`src/rtl/scel_ram.sv`:
```
module scel_ram #(
  parameter int DEPTH = 32,
  parameter int WIDTH = 32
) (
  input  logic                     clk,
  input  logic                     we,
  input  logic [$clog2(DEPTH)-1:0] waddr,
  input  logic [WIDTH-1:0]         wdata,
  input  logic [$clog2(DEPTH)-1:0] raddr,
  output logic [WIDTH-1:0]         rdata
);

  logic [WIDTH-1:0] mem [DEPTH];

  always_ff @(posedge clk) begin
    if (we) begin
      mem[waddr] <= wdata;
    end
    rdata <= mem[raddr];
  end

endmodule

```
`config.mk`:
```
export PLATFORM = sky130hd
export DESIGN_NAME = scel_ram
export DESIGN_NICKNAME = d
export VERILOG_FILES = /design/src/rtl/scel_ram.sv
export SDC_FILE = /design/constraint.sdc
export NUM_CORES = 1
export LEC_CHECK = 0
export BUFFER_PORTS_ARGS = -buffer_cell sky130_fd_sc_hd__buf_2
export CORE_MARGIN = 2
export CORE_UTILIZATION = 45
export DETAILED_ROUTE_END_ITERATION = 8
export PLACE_DENSITY = 0.67
export SYNTH_ARGS = -nofsm -noshare
export SYNTH_HDL_FRONTEND = slang
export SYNTH_SLANG_ARGS = --single-unit
```
`constraint.sdc`:
```
create_clock -name clk -period 3.02 [get_ports clk]
set_input_delay 0.151 -clock clk [delete_from_list [all_inputs] [get_ports clk]]
set_output_delay 0.151 -clock clk [all_outputs]
set_load 0.02 [all_outputs]
```
==> results of run 1 <==
## critical path, delay by kind of cell (launching register included)
kind             cells  cell delay [ps]
flip-flops           1              360
AND/OR/NAND/NOR      2              240
AO/OA/AOI/OAI        2              620
multiplexers         1              270
## cells by family after synthesis
| logic type | synth area share, % |
|---|---|
| simple gates | 3.100 |
| flops | 77.53 |
| buf+inv | 1.860 |
| compound gates | 4.846 |
| mux | 12.66 |
## cells in the mapped netlist
cell and n:
dfxtp_1 32, clkbuf_1 46, edfxtp_1 1024, and2b_1 1
a22o_1 64, a21oi_1 96, nand3b_1 5, clkbuf_4 2
buf_1 5, or3_1 1, nor3_1 32, mux2i_1 512
buf_4 33, a31oi_1 32, nor2_1 34, buf_2 26
nand2b_1 2, and2_1 1, or3b_2 3, buf_6 15
or2_2 1, nand2_1 98, a22oi_1 96, nor2b_1 1
nand3_1 98
## sequential cells by signal (all words and copies together), names as in the netlist
name   cells
mem     1024
rdata     32
## repair_timing
action | in CTS | in global routing
endpoints found under the setup margin | 0 | 0
hold buffers | 19 | 0
hold endpoints to repair | 426 | 0
## how the worst min path moves through the flow
stage | start | to | slack [ps] | depth (start not counted)
5_1_grt | wdata[25] | mem[20][25] | 50 | 1
2_1_floorplan | wdata[0] | mem[0][0] | 250 | 0
4_1_cts | wdata[25] | mem[9][25] | 0.3 | 1
6_report | wdata[20] | mem[16][20] | 20 | 1
3_3_place_gp | rdata[20] | rdata[20] | 570 | 1
3_5_place_dp | rdata[1] | rdata[1] | 570 | 1
## final cells by class
type / instances / area, um^2
clock buffers: 139 / 2796
clock inverters: 55 / 638.1
well taps: 1176 / 1471
repair buffers: 192 / 1687
flip-flops and latches: 1056 / 31390
multi-input cells: 1077 / 8610
fillers: 6947 / 43010
## through the flow
stage | worst slack [ps] | instance area [um^2] | util [%]
4_1_cts | 1291 | 46590 | 52.00
6_report | 1355 | 46590 | 52.00
3_5_place_dp | 674.0 | 42970 | 47.96
5_1_grt | 1208 | 46590 | 52.00
3_3_place_gp | 743.7 | 42970 | 47.96
2_1_floorplan | 434.9 | 40490 | -
## power breakdown
group | internal [W] | switching [W]
sequential | 0.0163 | 0.0000849
combinational | 0.000540 | 0.00109
clock | 0.00756 | 0.00535
## metal layers
metal  track usage (%)  up-vias  part of all wire, %
li1                  -     9329                    -
met4             5.959        4                  2.3
met1             27.67    10910                   42
met2             33.80      730                   49
met5                 0        -                0.024
met3             3.343      139                  6.4
==> flow_metrics.py, run 1 <==
metrics = {
    "critical_path": {
        "slowest_stage": "a31oi_1",
        "path_max_fanout": 1,
        "ff2ff_path_depth": 5,
        "worstSetupStartpointType": "flip-flop",
        "required_ps": 3520,
        "critPathKind": "flip-flop to flip-flop",
        "crit_path_end_kind": "flip-flop",
        "r2r-start": "mem[3][20]",
        "max_stage_delay_ps": 410,
        "r2r_end": "rdata[20]",
        "worstSetupStartpoint": "mem[3][20]",
        "r2r_slack_ps": 1360,
        "cp_data_arrival_time_ps": 2160,
        "critPathCapture": "rdata[20]",
        "path_cells": "mux2i_1, a22o_1, nor3_1, a31oi_1, nand3_1",
    },
    "place": {
        "dp_cells": 3482,
        "io_buffers": 75,
        "place_congestion": 0.8124,
        "hpwlAfterDp_um": 54550,
    },
    "synth": {
        "syn-cell-area_um2": 40490,
        "yosys-top-cells-area": "edfxtp_1, mux2i_1, a22oi_1",
        "ys_ff_latch": 1056,
        "yosys.area.top_type": "edfxtp_1",
        "ys_seq_area_share_pct": 77.54,
        "synth_cell_types": 25,
        "yosys.area.top_type_share_pct": 75.95,
        "yosys_warnings": 0,
        "syn_inst": 2260,
        "syn_area_per_cell_um2": 17.91,
        "syn_nets": 2304,
    },
    "global_routing": {
        "grt_pass1_wl_um": 139900,
        "grt_pass1_vias": 21270,
        "grtUsageTotal_pct": 20.32,
        "grt_overflow": 0,
        "grt_start_max_net_pins": 72,
        "antenna_found_initial": 3,
    },
    "clocking": {
        "ctsResizeCount": 0,
        "cts_tree": "done",
        "post_cts_buffers": 0,
        "clk_path_buf_depth": 3,
        "ctsRootBufferMaster": "clkbuf_16",
        "clkLatencyLatePin_ps": 680,
        "clkTransAtPathRegs_ps": 60,
        "cts.sink_count": 1056,
        "cts_buffers": 103,
        "h-tree-depth": 3,
    },
    "drt": {
        "ant_nets": 0,
        "drt_iter0_drc": 2053,
        "viasPerCell": 5.714,
        "routed_wl_um": 94660,
        "num_vias": 21110,
        "dr.pass1.iters": 5,
        "drc": 0,
        "wl_per_cell_um": 25.62,
    },
    "sta": {
        "period_minus_slack_ps": 1665,
        "tns_ps": 0,
        "setup_viol": 0,
        "holdWs_ps": 18.46,
        "hold_viol_final": 0,
        "fin_crit_sh_pct": 55.12,
        "fmax_ghz": 0.6007,
        "skew_ps": 33.58,
        "rsz0062_at_grt": "false",
        "worstMarginPinSlew_ps": 1042,
        "drv_slew": 0,
        "slew_headroom_pct": 30.26,
    },
    "finish": {
        "syn_to_final_growth_pct": 15.08,
        "fin_cells": 3695,
        "layout_commonest_cell": "edfxtp_1",
        "final_cell_mix": "edfxtp_1, mux2i_1, clkbuf_16, nand3_1, nand2_1",
        "final_nets": 2474,
        "layout-drive-gt1-share_pct": 14.53,
        "antenna_cells": 0,
    },
    "die": {
        "fp.dieW_um": 303.9,
        "dieArea_um2": 92380,
        "die_y_um": 303.9,
        "initial_core_util_pct": 45.19,
        "rows": 110,
        "ios": 76,
        "core_um2": 89600,
    },
    "min_path": {
        "hold_class": "input port to flip-flop",
    },
    "power_and_ir_drop": {
        "power_w": 0.03092,
        "ir_drop_v": 0.0004284,
        "p_leak_nw": 16.24,
        "power.density_nw_per_um2": 663.6,
    },
    "status": {
        "outcome": "finished, final reports clean",
    },
    "flow_run": {
        "max-cap-violations": 0,
    },
}
Power figures use the tool's default switching activity.
==> inputs of run 2 (changes only) <==
==> constraint.sdc (replaced) <==
create_clock -name clk -period 1.75 [get_ports clk]
set_input_delay 0.0875 -clock clk [delete_from_list [all_inputs] [get_ports clk]]
set_output_delay 0.0875 -clock clk [all_outputs]
set_load 0.02 [all_outputs]
==> flow_metrics.py, run 2 (synthesized netlist as in run 1, its figures left out) <==
metrics = {
    "drt": {
        "drt_iter0_drc": 2106,
        "num_vias": 21400,
        "routed_wl_um": 95280,
        "top_layer_used": "met5",
        "wl_per_cell_um": 25.03,
        "dr_wl_met3_um": 6363,
        "m1WireLength_um": 39430,
        "dr.pass1.iters": 5,
        "ant_nets": 0,
        "drc": 0,
        "viasPerCell": 5.622,
        "met2_length_um": 46960,
    },
    "sta": {
        "skew_ps": 28.33,
        "holdWs_ps": 80.24,
        "drv_slew": 0,
        "period_minus_slack_ps": 1559,
        "setup_viol": 0,
        "fmax_ghz": 0.6413,
        "fin_crit_sh_pct": 89.10,
        "hold_viol_final": 0,
        "rsz0062_at_grt": "false",
        "worstMarginPinSlew_ps": 670.2,
        "slew_headroom_pct": 55.32,
    },
    "finish": {
        "syn_to_final_growth_pct": 19.58,
        "fin_util_pct": 54.03,
        "final_nets": 2581,
        "largest_register": "mem",
        "layout_commonest_cell": "edfxtp_1",
        "final_area_um2": 48410,
        "final_cell_mix": "edfxtp_1, mux2i_1, clkbuf_16, buf_4, nand3_1",
        "reg_top3": "mem: 1024 flops, rdata: 32 flops",
        "layout-drive-gt1-share_pct": 17.92,
        "largest_reg_flops": 1024,
    },
    "power_and_ir_drop": {
        "power.density_nw_per_um2": 1129,
        "power_w": 0.05465,
        "ir_drop_v": 0.0009177,
        "p_leak_nw": 17.07,
    },
    "die": {
        "core_um2": 89600,
        "fp.dieW_um": 303.9,
        "die_y_um": 303.9,
        "initial_core_util_pct": 45.19,
        "ios": 76,
        "rows": 110,
        "dieArea_um2": 92380,
    },
    "critical_path": {
        "required_ps": 1660,
        "path_max_fanout": 1,
        "worstSetupStartpointType": "flip-flop",
        "path_cells": "buf_2",
        "path_buf_inv": 1,
        "cp_data_arrival_time_ps": 1470,
        "max_stage_delay_ps": 550,
        "critPathTopFamily": "flip-flops",
        "crit_path_end_kind": "output pin",
        "slowest_stage": "dfxtp_1",
        "critPathKind": "flip-flop to output pin",
    },
    "clocking": {
        "h-tree-depth": 3,
        "ctsRootBufferMaster": "clkbuf_16",
        "cts_tree": "done",
        "post_cts_buffers": 0,
        "clkLatencyLatePin_ps": 680,
        "cts_hold_buffers": 32,
        "clk_path_buf_depth": 3,
        "cts_buffers": 104,
        "ctsResizeCount": 0,
        "cts.sink_count": 1056,
        "clkTransAtPathRegs_ps": 60,
    },
    "place": {
        "hpwlAfterDp_um": 57460,
        "io_buffers": 75,
        "place_congestion": 0.8080,
        "place_area_um2": 44430,
    },
    "global_routing": {
        "antenna_found_initial": 5,
        "grt_pass1_vias": 21980,
        "grtUsageTotal_pct": 20.56,
        "grt_start_max_net_pins": 44,
        "grt_overflow": 0,
        "grt_pass1_wl_um": 141300,
    },
    "status": {
        "outcome": "finished, final reports clean",
    },
    "min_path": {
        "hold_class": "input port to flip-flop",
    },
    "flow_run": {
        "max-cap-violations": 0,
    },
}
## run 2: per-stage QoR
stage	std cells	setup slack, ps	setup TNS [ps]
2_1_floorplan	2260	-497.8	-312670
3_3_place_gp	3575	-50.51	-109.4
3_5_place_dp	3575	-73.78	-188.4
4_1_cts	3804	166.5	0
5_1_grt	3806	164.4	0
6_report	3807	190.8	0
## run 2: final cells by class
cell class | count | area [um^2]
fill | 6781 | 41190
sequential | 1056 | 31390
multi-input combinational | 1077 | 8610
timing repair buffer | 298 | 3278
clock buffer | 152 | 3007
tap | 1176 | 1471
clock inverter | 45 | 646.9
antenna | 3 | 7.507
## run 2: final timing paths
path / startpoint / endpoint / slack, ps / cells after the start
max: rdata[16] / rdata[16] / 190 / 1
min: raddr[2] / rdata[7] / 80 / 6
max reg2reg: mem[1][20] / rdata[20] / 240 / 6
min reg2reg: mem[10][29] / rdata[29] / 590 / 4
## run 2: layer usage
metal  up-vias  track usage, %
met5         -               0
li1       9554               -
met4         2           6.607
met3       145           3.809
met2       760           34.29
met1     10940           27.38
## run 2: worst register-to-register path, cell delays in order, from the launching register on
cell      delay [ps]
edfxtp_1         360
mux2i_1          160
a22o_1           170
nor3_1            70
a31oi_1          280
buf_4            200
nand3_1          120
## run 2: power breakdown
group	switching, W	internal, W	leakage, nW
clock network	0.00932	0.0140	1.78
logic	0.00188	0.00114	5.79
registers	0.000155	0.0281	9.49
total	0.0114	0.0433	17.1
