File: src/rtl/scel_pkg.sv
package scel_pkg;

  localparam int MAX_CLASSES = 32;
  localparam int FRAC_BITS   = 16;
  localparam int IDX_W       = $clog2(MAX_CLASSES);
  localparam int LEN_W       = IDX_W + 1;
  localparam int ROW_W       = 24 + 17;
  localparam int DIV_W       = 48;
  localparam int DSR_W       = 22;
  localparam int NB_W        = 6;

  localparam logic [33:0] LN2_Q30 = 34'd744261118;

  localparam logic [2:0] CFG_CLASS_COUNT  = 3'd0;
  localparam logic [2:0] CFG_BATCH_ROWS   = 3'd1;
  localparam logic [2:0] CFG_REDUCTION    = 3'd2;
  localparam logic [2:0] CFG_LOGITS       = 3'd3;
  localparam logic [2:0] CFG_SMOOTHING    = 3'd4;

  localparam logic [1:0] RED_MEAN = 2'd0;

  typedef struct packed {
    logic [5:0]  class_count;
    logic [15:0] batch_rows;
    logic [1:0]  reduction_mode;
    logic        scores_are_logits;
    logic [15:0] smoothing_amount;
  } cfg_t;

  typedef struct packed {
    logic             bank;
    logic [LEN_W-1:0] len;
  } row_desc_t;

  typedef struct packed {
    logic valid;
    logic bank;
  } bank_rel_t;

  typedef struct packed {
    logic             start;
    logic [DIV_W-1:0] dividend;
    logic [DSR_W-1:0] divisor;
    logic [NB_W-1:0]  nbits;
  } div_req_t;

  typedef struct packed {
    logic             we;
    logic [IDX_W:0]   addr;
    logic [ROW_W-1:0] data;
  } row_wr_t;

  // exp(-2^e) in Q30, index e + 24
  function automatic logic [29:0] exp_tab_q30(input logic [4:0] idx);
    logic [29:0] v;
    case (idx)
      5'd0:  v = 30'd1073741760;
      5'd1:  v = 30'd1073741696;
      5'd2:  v = 30'd1073741568;
      5'd3:  v = 30'd1073741312;
      5'd4:  v = 30'd1073740800;
      5'd5:  v = 30'd1073739776;
      5'd6:  v = 30'd1073737728;
      5'd7:  v = 30'd1073733632;
      5'd8:  v = 30'd1073725440;
      5'd9:  v = 30'd1073709056;
      5'd10: v = 30'd1073676290;
      5'd11: v = 30'd1073610760;
      5'd12: v = 30'd1073479712;
      5'd13: v = 30'd1073217664;
      5'd14: v = 30'd1072693760;
      5'd15: v = 30'd1071646719;
      5'd16: v = 30'd1069555701;
      5'd17: v = 30'd1065385899;
      5'd18: v = 30'd1057095000;
      5'd19: v = 30'd1040706261;
      5'd20: v = 30'd1008687096;
      5'd21: v = 30'd947573834;
      5'd22: v = 30'd836230973;
      5'd23: v = 30'd651257337;
      5'd24: v = 30'd395007542;
      5'd25: v = 30'd145315155;
      5'd26: v = 30'd19666268;
      5'd27: v = 30'd360201;
      5'd28: v = 30'd121;
      default: v = 30'd0;
    endcase
    return v;
  endfunction

  // ln(1 + 2^-(idx+1)) in Q30
  function automatic logic [28:0] ln_tab_q30(input logic [4:0] idx);
    logic [28:0] v;
    case (idx)
      5'd0:  v = 29'd435364845;
      5'd1:  v = 29'd239598564;
      5'd2:  v = 29'd126468572;
      5'd3:  v = 29'd65095192;
      5'd4:  v = 29'd33040817;
      5'd5:  v = 29'd16647494;
      5'd6:  v = 29'd8356010;
      5'd7:  v = 29'd4186133;
      5'd8:  v = 29'd2095107;
      5'd9:  v = 29'd1048064;
      5'd10: v = 29'd524160;
      5'd11: v = 29'd262112;
      5'd12: v = 29'd131064;
      5'd13: v = 29'd65534;
      5'd14: v = 29'd32768;
      5'd15: v = 29'd16384;
      5'd16: v = 29'd8192;
      5'd17: v = 29'd4096;
      5'd18: v = 29'd2048;
      5'd19: v = 29'd1024;
      5'd20: v = 29'd512;
      5'd21: v = 29'd256;
      5'd22: v = 29'd128;
      5'd23: v = 29'd64;
      5'd24: v = 29'd32;
      5'd25: v = 29'd16;
      5'd26: v = 29'd8;
      5'd27: v = 29'd4;
      5'd28: v = 29'd2;
      5'd29: v = 29'd1;
      default: v = 29'd0;
    endcase
    return v;
  endfunction

endpackage

File: src/rtl/scel_div.sv
module scel_div
  import scel_pkg::*;
(
  input  logic             clk,
  input  logic             rst_n,
  input  div_req_t         req,
  output logic             done,
  output logic [DIV_W-1:0] quot
);

  logic [NB_W-1:0]  cnt_r;
  logic [DIV_W-1:0] q_r;
  logic [DSR_W-1:0] rem_r;
  logic [DSR_W-1:0] dsr_r;
  logic             done_r;
  logic [DSR_W:0]   rem2;
  logic             ge;

  assign rem2 = {rem_r, q_r[DIV_W-1]};
  assign ge   = (rem2 >= {1'b0, dsr_r});

  always_ff @(posedge clk) begin
    if (!rst_n) begin
      cnt_r  <= '0;
      done_r <= 1'b0;
    end else begin
      done_r <= 1'b0;
      if (req.start) begin
        // align so only the low nbits of the dividend get walked
        q_r   <= req.dividend << (NB_W'(DIV_W) - req.nbits);
        rem_r <= '0;
        dsr_r <= req.divisor;
        cnt_r <= req.nbits;
      end else if (cnt_r != '0) begin
        rem_r  <= ge ? DSR_W'(rem2 - {1'b0, dsr_r}) : DSR_W'(rem2);
        q_r    <= {q_r[DIV_W-2:0], ge};
        cnt_r  <= cnt_r - NB_W'(1);
        done_r <= (cnt_r == NB_W'(1));
      end
    end
  end

  assign done = done_r;
  assign quot = q_r;

endmodule

File: config.mk
export PLATFORM = sky130hd
export DESIGN_NAME = scel_div
export DESIGN_NICKNAME = d
export VERILOG_FILES = /design/src/rtl/scel_pkg.sv /design/src/rtl/scel_div.sv
export SDC_FILE = /design/constraint.sdc
export NUM_CORES = 1
export LEC_CHECK = 0
export ABC_AREA = 1
export BUFFER_PORTS_ARGS = -buffer_cell sky130_fd_sc_hd__buf_4
export CORE_MARGIN = 2
export CORE_UTILIZATION = 47
export CTS_CLUSTER_SIZE = 25
export DETAILED_ROUTE_END_ITERATION = 12
export HOLD_SLACK_MARGIN = 0.1
export PLACE_DENSITY = 0.65
export REMOVE_ABC_BUFFERS = 1
export SLEW_MARGIN = 20
export SYNTH_ARGS = -nofsm -noshare
export SYNTH_HDL_FRONTEND = slang
export SYNTH_SLANG_ARGS = --single-unit
File: constraint.sdc
create_clock -name clk -period 5.7 [get_ports clk]
set_clock_uncertainty 0.15 [all_clocks]
set_input_delay 1.14 -clock clk [delete_from_list [all_inputs] [get_ports clk]]
set_output_delay 1.14 -clock clk [all_outputs]
set_load 0.02 [all_outputs]
==> impl_summary.log <==
[metrics] Required @ worst endpoint: 5670 ps
[metrics] cell type with the highest occurrence count on the critical path: sky130_fd_sc_hd__inv_2
[metrics] CP Data Arrival Time: between 4000 and 5000 ps
[metrics] largest net degree at the start of global routing: 73
[metrics] slack of the worst reg-to-reg path: roughly 2900 ps
[metrics] total power: between 0.002 and 0.003 W
[metrics] Chip Height: 138 um
[metrics] static power due to leakage: 4.56 nW
[metrics] quantity of gates resized following cts: 0
[metrics] number of clock sinks seen by CTS: 99
[metrics] setup repair after global routing missed its margin: false
[metrics] total of warnings raised by yosys: 0
[metrics] post-detail-place hpwl: roughly 19,000 um
[metrics] slowest library cell on the worst path: sky130_fd_sc_hd__nand2_1
[metrics] register clock-pin slew on the reported worst setup and hold paths: roughly 70 ps
[metrics] antenna cells: 0
[metrics] clock latency on the worst-skew pair: roughly 360 ps
[metrics] TritonCTS clock tree: yes
[metrics] distinct cell type count after synthesis: 34
[metrics] placer congestion estimate: 0.951
[metrics] Antenna Violating Nets Remaining: 0
[metrics] max_cap viols: 0
[metrics] status: completed
[metrics] DR WL/cell: 16.6 um
[metrics] setup violators final: 0
[metrics] core area: 17,400 um^2
[metrics] number of standard-cell rows in the floorplan: 48
[metrics] type of the worst setup path: in -> reg
[metrics] number of global-route vias before repair: between 7,000 and 8,000
[metrics] placed cell area: 9330 um^2
[metrics] number of cells after detailed placement: 1,549
[metrics] power density of the placed cells: 283 nW/um^2
[metrics] clk root buf: sky130_fd_sc_hd__clkbuf_16
[metrics] number of antenna violations at the first check in global routing: 0
[metrics] flip-flop and latch count after synthesis: 99
[metrics] ports placed on the boundary: 128
[metrics] slew of the pin with the lowest slew margin: about 1000 ps
[metrics] global-route wire length before repair: 40,700 um
[metrics] total track usage: 0.278
[metrics] Clock Tree Buf Depth: 2
[metrics] WHS Path Cells: 2
[metrics] Max-Slew Margin vs Limit: 0.331
[metrics] sort of element at the start of the critical path: primary input
[metrics] type of the worst min-delay path: reg -> reg
[metrics] peak fanout along the critical path: slightly below 50
[metrics] critical path depth: 11
[metrics] violation count after the first detailed-route iteration: 884
[metrics] highest achievable clock rate: ~0.25 GHz
[metrics] Post-CTS Setup Bufs: 0
[metrics] crit path cell chain: buf_4 -> inv_2 -> buf_4 -> nand3_1 -> a21o_1 -> nand2_2 -> inv_2 -> nand2_1 -> inv_2 -> o21ai_0 -> o21ai_1
[metrics] busiest layer in global routing: met2
[metrics] initial cell density of the core: 0.483
[metrics] number of standard cells in the final layout excluding fillers: 1,565
[metrics] number of buffer cells added on primary ports: between 100 and 150
[metrics] routed vias: ~8,700
[metrics] Filler Cells Inserted: 1,774
[metrics] Die Wd: 138 um
[metrics] largest incremental delay on the critical path: 560 ps
[metrics] summed instance area of the synthesized netlist: approximately 8400 um^2
[metrics] Total Negative Setup Slacks: 0 ps
[metrics] Syn-to-layout area delta: 14.7%
[metrics] Reg2Reg Depth: 10
[metrics] Routed WL: approximately 26,000 um
[metrics] crit share post-route: 0.709
[metrics] shortest period the worst path allows: between 4000 and 5000 ps
[metrics] hold violation total from the final report: 0
[metrics] register area share after synthesis: 0.347
[metrics] share of post-route cells with drive strength above 1: 0.133
[metrics] first-pass iteration count of the detailed router: 5
[metrics] count of unresolved DRC violations after routing: 0
[metrics] CTS buffer count: 9
[metrics] global-route track usage on met1: 0.378
[metrics] met3 routing resource usage after global routing: 0.0397
[metrics] kind of end point of the critical path: flip-flop
[metrics] max-slew violation count: 0
[metrics] average via count per standard cell: ~5.6
[metrics] met2 track demand over resource in global routing: 0.468
[metrics] number of nets in the final layout: approximately 1,400
[metrics] post-synthesis cell count: 1,256
[metrics] count of buffer and inverter cells on the critical path: 5
[metrics] average size of a mapped cell: 6.67 um^2
[metrics] Hold Worst Slack: 347 ps
[metrics] remaining global-route overflow: 0
[metrics] H-tree levels: 3
[metrics] DIE AREA: 18,900 um^2
[metrics] CTS hold repair buffers: 0
[metrics] Design Area, Final: 9610 um^2
[metrics] Worst VDD drop: 0.000193 V
[metrics] cell type group with the largest total delay on the critical path: buffers and inverters
[cells in the mapped netlist, drive strengths merged]
cell       n  area share
nand2    386        0.18
a21oi     51       0.031
nor2      96       0.047
fa         1      0.0024
o21bai     4      0.0036
and2       4      0.0030
nand3b     1     0.00090
o211ai     1     0.00090
a2bb2oi    1      0.0010
nor3       5      0.0030
clkbuf    14      0.0063
a21o       1     0.00090
nand3    320        0.19
inv      102       0.046
nand4     12       0.011
o21ai     61       0.036
ha        25       0.037
or2        1     0.00075
edfxtp    92        0.33
xnor2      2      0.0021
dfxtp      7       0.017
buf       52       0.037
a22oi      2      0.0018
xor2      15       0.016
[report_power, final]
group | leakage (nW) | internal (W) | switching (W)
registers | 0.963 | 0.000918 | 0.0000624
logic | 3.46 | 0.000387 | 0.000736
clock network | 0.131 | 0.000342 | 0.000275
total | 4.56 | 0.00165 | 0.00107
[per-stage QoR]
stage / setup WS (ps) / utilization
floorplan: 18.6 / -
global placement: 1390 / 0.538
detailed placement: 1320 / 0.538
CTS: 1690 / 0.554
global route: 1380 / 0.554
finish: 1660 / 0.554
[state kept, by name (all words and copies together), names as in the netlist]
signal  count
done        1
rem_r      22
cnt_r       6
quot       48
dsr_r      22
[cells in the final DEF, fill, tap and decap left out, drive strengths merged]
cell type / instances
a21oi: 51
clkbuf: 14
nor2: 96
or2: 1
clkinvlp: 1
xnor2: 2
buf: 134
dfxtp: 7
ha: 25
edfxtp: 92
o21bai: 4
nand4: 12
a2bb2oi: 1
inv: 102
nand3b: 1
nor3: 5
a22oi: 2
o21ai: 61
xor2: 15
and2: 4
nand3: 320
nand2: 386
fa: 1
o211ai: 1
bufinv: 1
a21o: 1
[metal layers]
metal / share of wire / wire, um / vias up
li1: - / - / 4379
met1: 0.42 / 10900 / 3985
met2: 0.49 / 12800 / 339
met3: 0.071 / 1840 / 27
met4: 0.015 / 378 / 0
met5: 0 / 0 / -
[tightest hold or removal path: stages (launching register included)]
cell and delay (ps):
sky130_fd_sc_hd__dfxtp_1 320, sky130_fd_sc_hd__nand2_1 70, sky130_fd_sc_hd__a21oi_1 60
[area by class of cell]
cell class	count	area [um^2]	area share
Timing Repair Buffer	134	1010	0.105
Clock inverter	2	37.5	0.00391
Tap cell	225	282	0.0293
Inverter	102	383	0.0398
Clock buffer	14	244	0.0254
Sequential cell	99	2900	0.302
Multi-Input combinational cell	989	4760	0.495
[kinds of logic (layout without fill, tap and decap cells)]
logic type | after synthesis | after routing | synth area share
and+or+nand+nor | 825 | 825 | 0.431
buffers and inverters | 168 | 252 | 0.0887
AOI/OAI and AO/OA | 121 | 121 | 0.0760
DFF | 99 | 99 | 0.347
adders and majority gates | 26 | 26 | 0.0397
xor gates and xnor gates | 17 | 17 | 0.0178
[worst paths after layout]
check / from / to
setup / recovery: req[0] / quot[18]$_DFFE_PP_
hold / removal: cnt_r[1]$_SDFFE_PN0N_ / cnt_r[1]$_SDFFE_PN0N_
setup reg to reg: rem_r[9]$_SDFFCE_PP0P_ / rem_r[12]$_SDFFCE_PP0P_
hold reg to reg: cnt_r[1]$_SDFFE_PN0N_ / cnt_r[1]$_SDFFE_PN0N_
No activity file was read; power rests on OpenSTA's default activity.
