**src/rtl/scel_pkg.sv**
```systemverilog
package scel_pkg;

  localparam int MAX_CLASSES = 32;
  localparam int FRAC_BITS   = 16;
  localparam int IDX_W       = $clog2(MAX_CLASSES);
  localparam int LEN_W       = IDX_W + 1;
  localparam int ROW_W       = 24 + 17;
  localparam int DIV_W       = 48;
  localparam int DSR_W       = 22;
  localparam int NB_W        = 6;

  localparam logic [33:0] LN2_Q30 = 34'd744261118;

  localparam logic [2:0] CFG_CLASS_COUNT  = 3'd0;
  localparam logic [2:0] CFG_BATCH_ROWS   = 3'd1;
  localparam logic [2:0] CFG_REDUCTION    = 3'd2;
  localparam logic [2:0] CFG_LOGITS       = 3'd3;
  localparam logic [2:0] CFG_SMOOTHING    = 3'd4;

  localparam logic [1:0] RED_MEAN = 2'd0;

  typedef struct packed {
    logic [5:0]  class_count;
    logic [15:0] batch_rows;
    logic [1:0]  reduction_mode;
    logic        scores_are_logits;
    logic [15:0] smoothing_amount;
  } cfg_t;

  typedef struct packed {
    logic             bank;
    logic [LEN_W-1:0] len;
  } row_desc_t;

  typedef struct packed {
    logic valid;
    logic bank;
  } bank_rel_t;

  typedef struct packed {
    logic             start;
    logic [DIV_W-1:0] dividend;
    logic [DSR_W-1:0] divisor;
    logic [NB_W-1:0]  nbits;
  } div_req_t;

  typedef struct packed {
    logic             we;
    logic [IDX_W:0]   addr;
    logic [ROW_W-1:0] data;
  } row_wr_t;

  // exp(-2^e) in Q30, index e + 24
  function automatic logic [29:0] exp_tab_q30(input logic [4:0] idx);
    logic [29:0] v;
    case (idx)
      5'd0:  v = 30'd1073741760;
      5'd1:  v = 30'd1073741696;
      5'd2:  v = 30'd1073741568;
      5'd3:  v = 30'd1073741312;
      5'd4:  v = 30'd1073740800;
      5'd5:  v = 30'd1073739776;
      5'd6:  v = 30'd1073737728;
      5'd7:  v = 30'd1073733632;
      5'd8:  v = 30'd1073725440;
      5'd9:  v = 30'd1073709056;
      5'd10: v = 30'd1073676290;
      5'd11: v = 30'd1073610760;
      5'd12: v = 30'd1073479712;
      5'd13: v = 30'd1073217664;
      5'd14: v = 30'd1072693760;
      5'd15: v = 30'd1071646719;
      5'd16: v = 30'd1069555701;
      5'd17: v = 30'd1065385899;
      5'd18: v = 30'd1057095000;
      5'd19: v = 30'd1040706261;
      5'd20: v = 30'd1008687096;
      5'd21: v = 30'd947573834;
      5'd22: v = 30'd836230973;
      5'd23: v = 30'd651257337;
      5'd24: v = 30'd395007542;
      5'd25: v = 30'd145315155;
      5'd26: v = 30'd19666268;
      5'd27: v = 30'd360201;
      5'd28: v = 30'd121;
      default: v = 30'd0;
    endcase
    return v;
  endfunction

  // ln(1 + 2^-(idx+1)) in Q30
  function automatic logic [28:0] ln_tab_q30(input logic [4:0] idx);
    logic [28:0] v;
    case (idx)
      5'd0:  v = 29'd435364845;
      5'd1:  v = 29'd239598564;
      5'd2:  v = 29'd126468572;
      5'd3:  v = 29'd65095192;
      5'd4:  v = 29'd33040817;
      5'd5:  v = 29'd16647494;
      5'd6:  v = 29'd8356010;
      5'd7:  v = 29'd4186133;
      5'd8:  v = 29'd2095107;
      5'd9:  v = 29'd1048064;
      5'd10: v = 29'd524160;
      5'd11: v = 29'd262112;
      5'd12: v = 29'd131064;
      5'd13: v = 29'd65534;
      5'd14: v = 29'd32768;
      5'd15: v = 29'd16384;
      5'd16: v = 29'd8192;
      5'd17: v = 29'd4096;
      5'd18: v = 29'd2048;
      5'd19: v = 29'd1024;
      5'd20: v = 29'd512;
      5'd21: v = 29'd256;
      5'd22: v = 29'd128;
      5'd23: v = 29'd64;
      5'd24: v = 29'd32;
      5'd25: v = 29'd16;
      5'd26: v = 29'd8;
      5'd27: v = 29'd4;
      5'd28: v = 29'd2;
      5'd29: v = 29'd1;
      default: v = 29'd0;
    endcase
    return v;
  endfunction

endpackage

```
**src/rtl/scel_queue.sv**
```systemverilog
module scel_queue
  import scel_pkg::*;
(
  input  logic      clk,
  input  logic      rst_n,
  input  logic      push,
  input  row_desc_t push_desc,
  input  logic      pop,
  output logic      head_valid,
  output row_desc_t head,
  output logic [1:0] count
);

  row_desc_t  ent_r [2];
  logic       wr_r;
  logic       rd_r;
  logic [1:0] cnt_r;

  always_ff @(posedge clk) begin
    if (!rst_n) begin
      wr_r  <= 1'b0;
      rd_r  <= 1'b0;
      cnt_r <= 2'd0;
    end else begin
      if (push) begin
        ent_r[wr_r] <= push_desc;
        wr_r        <= ~wr_r;
      end
      if (pop) begin
        rd_r <= ~rd_r;
      end
      cnt_r <= cnt_r + 2'(push) - 2'(pop);
    end
  end

  assign head_valid = (cnt_r != 2'd0);
  assign head       = ent_r[rd_r];
  assign count      = cnt_r;

endmodule

```
**config.mk**
```make
export PLATFORM = sky130hd
export DESIGN_NAME = scel_queue
export DESIGN_NICKNAME = d
export VERILOG_FILES = /design/src/rtl/scel_pkg.sv /design/src/rtl/scel_queue.sv
export SDC_FILE = /design/constraint.sdc
export NUM_CORES = 1
export LEC_CHECK = 0
export BUFFER_PORTS_ARGS = -buffer_cell sky130_fd_sc_hd__buf_2
export CAP_MARGIN = 30
export CORE_MARGIN = 1.5
export CORE_UTILIZATION = 51
export CTS_BUF_LIST = sky130_fd_sc_hd__clkbuf_4 sky130_fd_sc_hd__clkbuf_8
export DETAILED_ROUTE_END_ITERATION = 7
export GPL_ROUTABILITY_DRIVEN = 0
export GPL_TIMING_DRIVEN = 0
export MAX_ROUTING_LAYER = met4
export PLACE_DENSITY = 0.79
export SYNTH_ARGS = -nofsm -noshare
export SYNTH_HDL_FRONTEND = slang
export SYNTH_SLANG_ARGS = --single-unit
```
**constraint.sdc**
```tcl
create_clock -name clk -period 1.5 [get_ports clk]
set_input_delay 0.075 -clock clk [delete_from_list [all_inputs] [get_ports clk]]
set_output_delay 0.075 -clock clk [all_outputs]
set_load 0.1 [all_outputs]
```
==> summary.txt, run 1 <==
STA
  – Setup Skew: 4.61 ps
  – Final hold viol count: 0
  – Fmax: 690 MHz
  – Final WS setup: 50.2 ps
  – Fin crit share: 96.7%
  – Final Critical Period: 1450 ps
  – Slew headroom: 60.1%
  – Final-report max-slew violation count: 0
  – Worst-margin pin slew: 596 ps
  – Setup violations, final: 0

Route
  – DRC viols: 0
  – WL final: 1120 um
  – Pre-antenna DRT Iters: 3
  – DR vias/cell: 4.92
  – Vias: 438
  – Initial DRC count: 5
  – Post-DR wirelength/cell: 12.6 um
  – DRT antenna net count: 0

Global route
  – GRT Resource Usage Total: 15.7%
  – Number of global-route vias before repair: 392
  – First-pass GRT wire length: 1560 um
  – Largest net degree at the start of global routing: 11
  – Grt ovf: 0
  – Initial antenna violation count: 0

Finish
  – Layout area overhead: 33.4%
  – Most common cell after layout, fill and taps aside: edfxtp_1
  – Layout cells sized above 1: 48.6%
  – Post-Layout Inst Area: 975 um2
  – Layout Nets: 88
  – Commonest cells after routing, fill and taps aside: 14 x edfxtp_1, 13 x buf_2, 7 x mux2_2, 7 x dlygate4sd3_1, 7 x buf_4
  – Diode count: 0

Synth
  – Yosys top cell by area: edfxtp_1
  – Mapped cell area: 731 um2
  – Register area share after synthesis: 71.2%
  – Syn avg cell area: 17.0 um2
  – Post-synthesis sequential element count: 19
  – Top-area cell type share of the netlist area: 57.5%
  – Mapped Cells: 43
  – Post-synthesis cell type count: 14
  – Top area cells in the synthesized netlist: edfxtp_1 58%, dfxtp_1 14%, mux2_2 11%
  – Post-Syn Nets: 56
  – Ys Warns: 0

Clock tree
  – Clock buffer count from CTS: 3
  – H-Tree Depth: 1
  – CTS tree: done
  – CTS root buffer: clkbuf_4
  – Clk slew on worst S/H paths: 100 ps
  – Worst-Skew Late Latency: 280 ps
  – # clock sinks: 19
  – Clk buf depth: 2

Placement
  – Placed inst area: 855 um2
  – Pre-CTS WS: 299 ps
  – IO Port Bufs: 20

Critical path
  – Worst EP arrival: 1370 ps
  – CP Max Fanout: 7
  – Kind of critical path: flip-flop to primary output
  – Worst Setup End Kind: primary output
  – Slowest CP cell: mux2_2
  – CP Launch Type: flip-flop
  – Req. time, crit path: 1420 ps
  – Critical Path, Cell by Cell: clkbuf_4 -> mux2_2 -> buf_4
  – Critical path's largest stage delay: 350 ps
  – Crit-path leading delay family: buffers and inverters
  – Crit path buffers/inverters: 2

Floorplan
  – Initial core utilization: 55.5%
  – Die Y-Extent: 40.9 um
  – Ports: 21
  – Die X: 40.9 um
  – Core area: 1320 um2
  – Std cell rows: 13
  – Die area: 1670 um2

Worst hold path
  – Hold Crit Class: primary input to flip-flop

Pwr
  – Total Power: 1340 uW
  – Power per standard cell area: 1380 nW/um2
  – LEAKAGE: 0.000411 uW
  – Peak supply drop: 0.966 mV

Outcome
  – Status: complete, no violations

Run
  – Max-Cap Viols: 0
## report_power, final
| group | total [uW] | internal [uW] | switching [uW] |
|---|---|---|---|
| Clock | 257 | 121 | 135 |
| Combinational | 466 | 124 | 342 |
| Sequential | 619 | 603 | 15.9 |
| Total | 1340 | 849 | 494 |
## area by class of cell
| type | count | area [um2] |
|---|---|---|
| clock buffers | 4 | 30.0 |
| flip-flops and latches | 19 | 526 |
| well taps | 15 | 18.8 |
| plain buffers | 1 | 7.51 |
| fillers | 95 | 343 |
| repair buffers | 27 | 188 |
| inverters | 2 | 7.51 |
| multi-input cells | 21 | 198 |
## final timing paths
check | startpoint | endpoint | slack [ps] | depth (start not counted)
worst min-delay path | rst_n | flip-flop | 70 | 2
worst max-delay path | flip-flop | head[3] | 50 | 3
worst min register to register | rd_r | flip-flop | 590 | 2
worst max register to register | count[0] | count[1] | 290 | 6
## layer usage
| metal | global-route usage, % | vias to the layer above | part of all wire (%) |
|---|---|---|---|
| met5 | - | - | 0 |
| met1 | 17.3 | 210 | 39 |
| met2 | 26.6 | 10 | 58 |
| met4 | 7.50 | 0 | 0 |
| met3 | 3.26 | 0 | 3.1 |
| li1 | - | 218 | - |
## logic make-up after synthesis
family	synth area share (%)
xor gates and xnor gates	5.48
buffers and inverters	1.71
DFF	71.2
and+or+nand+nor	7.36
adders and majority gates	3.42
muxes	10.8
## state kept, by name, indices dropped and copies added, names as in the netlist, named ones only
signal	cells
ent_r	14
count	2
rd_r	1
wr_r	1
## synth_stat cells (all sizes together)
master,number
nor2b,1
mux2,7
dfxtp,5
nor2,1
and2,4
and3,1
xor2,2
xnor3,1
or2,1
buf,1
nand2,1
inv,2
edfxtp,14
ha,2
## per-stage QoR
stage          util (%)  hold slack (ps)  std cells  setup TNS (ps)
3_3_place_gp       64.9              263         78               0
6_report           74.0             67.9         89               0
5_1_grt            74.0             73.2         89           -3.70
2_1_floorplan         -              174         43               0
4_1_cts            73.8             69.6         89               0
3_5_place_dp       64.9              267         78               0
## repair_timing
item | 4_1_cts | 5_1_grt
setup endpoints to repair | 7 | 6
hold buffers | 7 | 0
pin swaps | 0 | 0
resized for setup | 7 | 1
hold endpoints to repair | 14 | 0
buffers inserted | 0 | 0
Note: power is estimated with default switching activity, not from simulation.
==> run 2, diff against run 1 <==
- CORE_MARGIN: 1.5 -> 3
==> run 2 against run 1 <==
Compared with the run above: via count fell by 2.5%; power rose by 0.32%; die area rose by 15%; first-iteration DRC count rose by 20%; largest power group unchanged.
==> summary.txt, run 2 (synthesized netlist as in run 1, its figures left out) <==
Critical path
  – Worst Setup End Kind: primary output
  – Critical Path, Cell by Cell: clkbuf_4 -> mux2_2 -> buf_4
  – Req. time, crit path: 1420 ps
  – CP Launch Type: flip-flop
  – Critical path's largest stage delay: 340 ps
  – Slowest CP cell: mux2_2
  – Kind of critical path: flip-flop to primary output
  – Worst EP arrival: 1350 ps
  – Cell depth of the worst flop-to-flop path: 6
  – Worst r2r dst: count[1]
  – Reg2reg setup slack: 270 ps
  – FF-to-FF Start: count[0]
  – CP Max Fanout: 7

Global route
  – Initial antenna violation count: 0
  – Number of global-route vias before repair: 417
  – GRT Resource Usage Total: 13.1%
  – Largest net degree at the start of global routing: 11
  – First-pass GRT wire length: 1790 um
  – Grt ovf: 0

Pwr
  – Power per standard cell area: 1380 nW/um2
  – Seq pwr share: 46.0%
  – LEAKAGE: 0.000411 uW
  – Share of power burned in the clock network: 19.5%
  – Total Power: 1350 uW
  – Logic pwr share: 34.5%
  – Internal: 848 uW
  – Sw frac: 37.0%
  – Peak supply drop: 0.916 mV
  – P_sw: 498 uW

Route
  – Post-DR wirelength/cell: 11.8 um
  – Pre-antenna DRT Iters: 2
  – DRC viols: 0
  – WL final: 1050 um
  – Initial DRC count: 6
  – DRT antenna net count: 0
  – DR vias/cell: 4.80
  – Vias: 427

STA
  – Final-report max-slew violation count: 0
  – Fmax: 701 MHz
  – Setup violations, final: 0
  – Worst-margin pin slew: 584 ps
  – Setup Skew: 3.28 ps
  – RSZ-0062 raised after global routing: false
  – Fin crit share: 95.2%
  – Slew headroom: 60.9%
  – Final hold viol count: 0
  – Post-route setup TNS: 0 ps
  – Final Critical Period: 1430 ps

Worst hold path
  – Hold Crit Start: rst_n
  – Hold Crit Depth: 2
  – Hold Crit Class: primary input to flip-flop

Clock tree
  – CTS tree: done
  – CTS root buffer: clkbuf_4
  – Setup bufs post-CTS: 0
  – Clk buf depth: 2
  – H-Tree Depth: 1
  – Clock buffer count from CTS: 3
  – # clock sinks: 19
  – Clk slew on worst S/H paths: 100 ps
  – Worst-Skew Late Latency: 280 ps

Finish
  – Most common cell after layout, fill and taps aside: edfxtp_1
  – Max FFs per register: 14
  – Layout area overhead: 33.4%
  – Commonest cells after routing, fill and taps aside: 14 x edfxtp_1, 13 x buf_2, 7 x mux2_2, 7 x dlygate4sd3_1, 7 x buf_4
  – Top reg by flops: ent_r
  – Diode count: 0
  – Layout Nets: 88
  – Layout cells sized above 1: 48.6%

Floorplan
  – Die X: 43.9 um
  – Std cell rows: 13
  – Initial core utilization: 55.5%
  – Ports: 21
  – Die area: 1920 um2
  – Core area: 1320 um2
  – Die Y-Extent: 43.9 um

Outcome
  – Status: complete, no violations

Placement
  – IO Port Bufs: 20
  – DP HPWL: 763 um

Run
  – Max-Cap Viols: 0
-- run 2: cell counts in the layout (fill, tap and decap cells not counted) --
Identical to the previous run, type by type.
-- run 2: how the worst max path moves through the flow --
stage / endpoint / slack [ps] / depth (start not counted)
global route: head[5] / 9 / 3
floorplan: count[1] / 90 / 6
detailed placement: count[1] / 280 / 6
CTS: head[5] / 30 / 3
finish: head[5] / 70 / 3
global placement: count[1] / 300 / 6
-- run 2: layer usage --
layer  wire, um  vias up  part of all wire (%)  GRT usage [%]
li1           -      215                     -              -
met1        419      201                    40           15.1
met2        577       11                    55           23.0
met3         54        0                   5.1           3.73
met4          0        0                     0           1.81
met5          0        -                     0              -
-- run 2: area by class of cell --
class                           count  area (um2)
Buffer                              1        7.51
Clock buffer                        4        30.0
Fill cell                          84         343
Inverter                            2        7.51
Multi-Input combinational cell     21         198
Sequential cell                    19         526
Tap cell                           15        18.8
Timing Repair Buffer               27         188
-- run 2: metrics by stage --
step                utilization, %  worst slack (ps)  instance area [um2]  hold slack [ps]  std cells
CTS                           73.8              34.1                  972             64.6         89
global placement              64.9               304                  855              264         78
global route                  74.0              9.13                  975             76.8         89
floorplan                        -              88.5                  736              174         43
detailed placement            64.9               283                  855              267         78
finish                        74.0              72.7                  975             68.6         89
-- run 2: repair_timing --
action | 4_1_cts | 5_1_grt
endpoints found under the hold margin | 14 | 0
setup endpoints to repair | 7 | 5
resized for setup | 7 | 1
hold buffers | 7 | 0
gates cloned | 0 | 0
pin swaps | 0 | 0
-- run 2: worst max-delay path: cells and delay by family (launching register included) --
family                 cells  cell delay, ps
buffers and inverters      2             410
flip-flops                 1             320
multiplexers               1             340
-- run 2: power groups by stage --
stage / sequential, uW / clock [uW] / combinational (uW)
finish: 619 / 262 / 465
global route: 624 / 294 / 484
CTS: 620 / 271 / 468
detailed placement: 632 / 0 / 442
global placement: 629 / 0 / 438
floorplan: 718 / 0 / 291
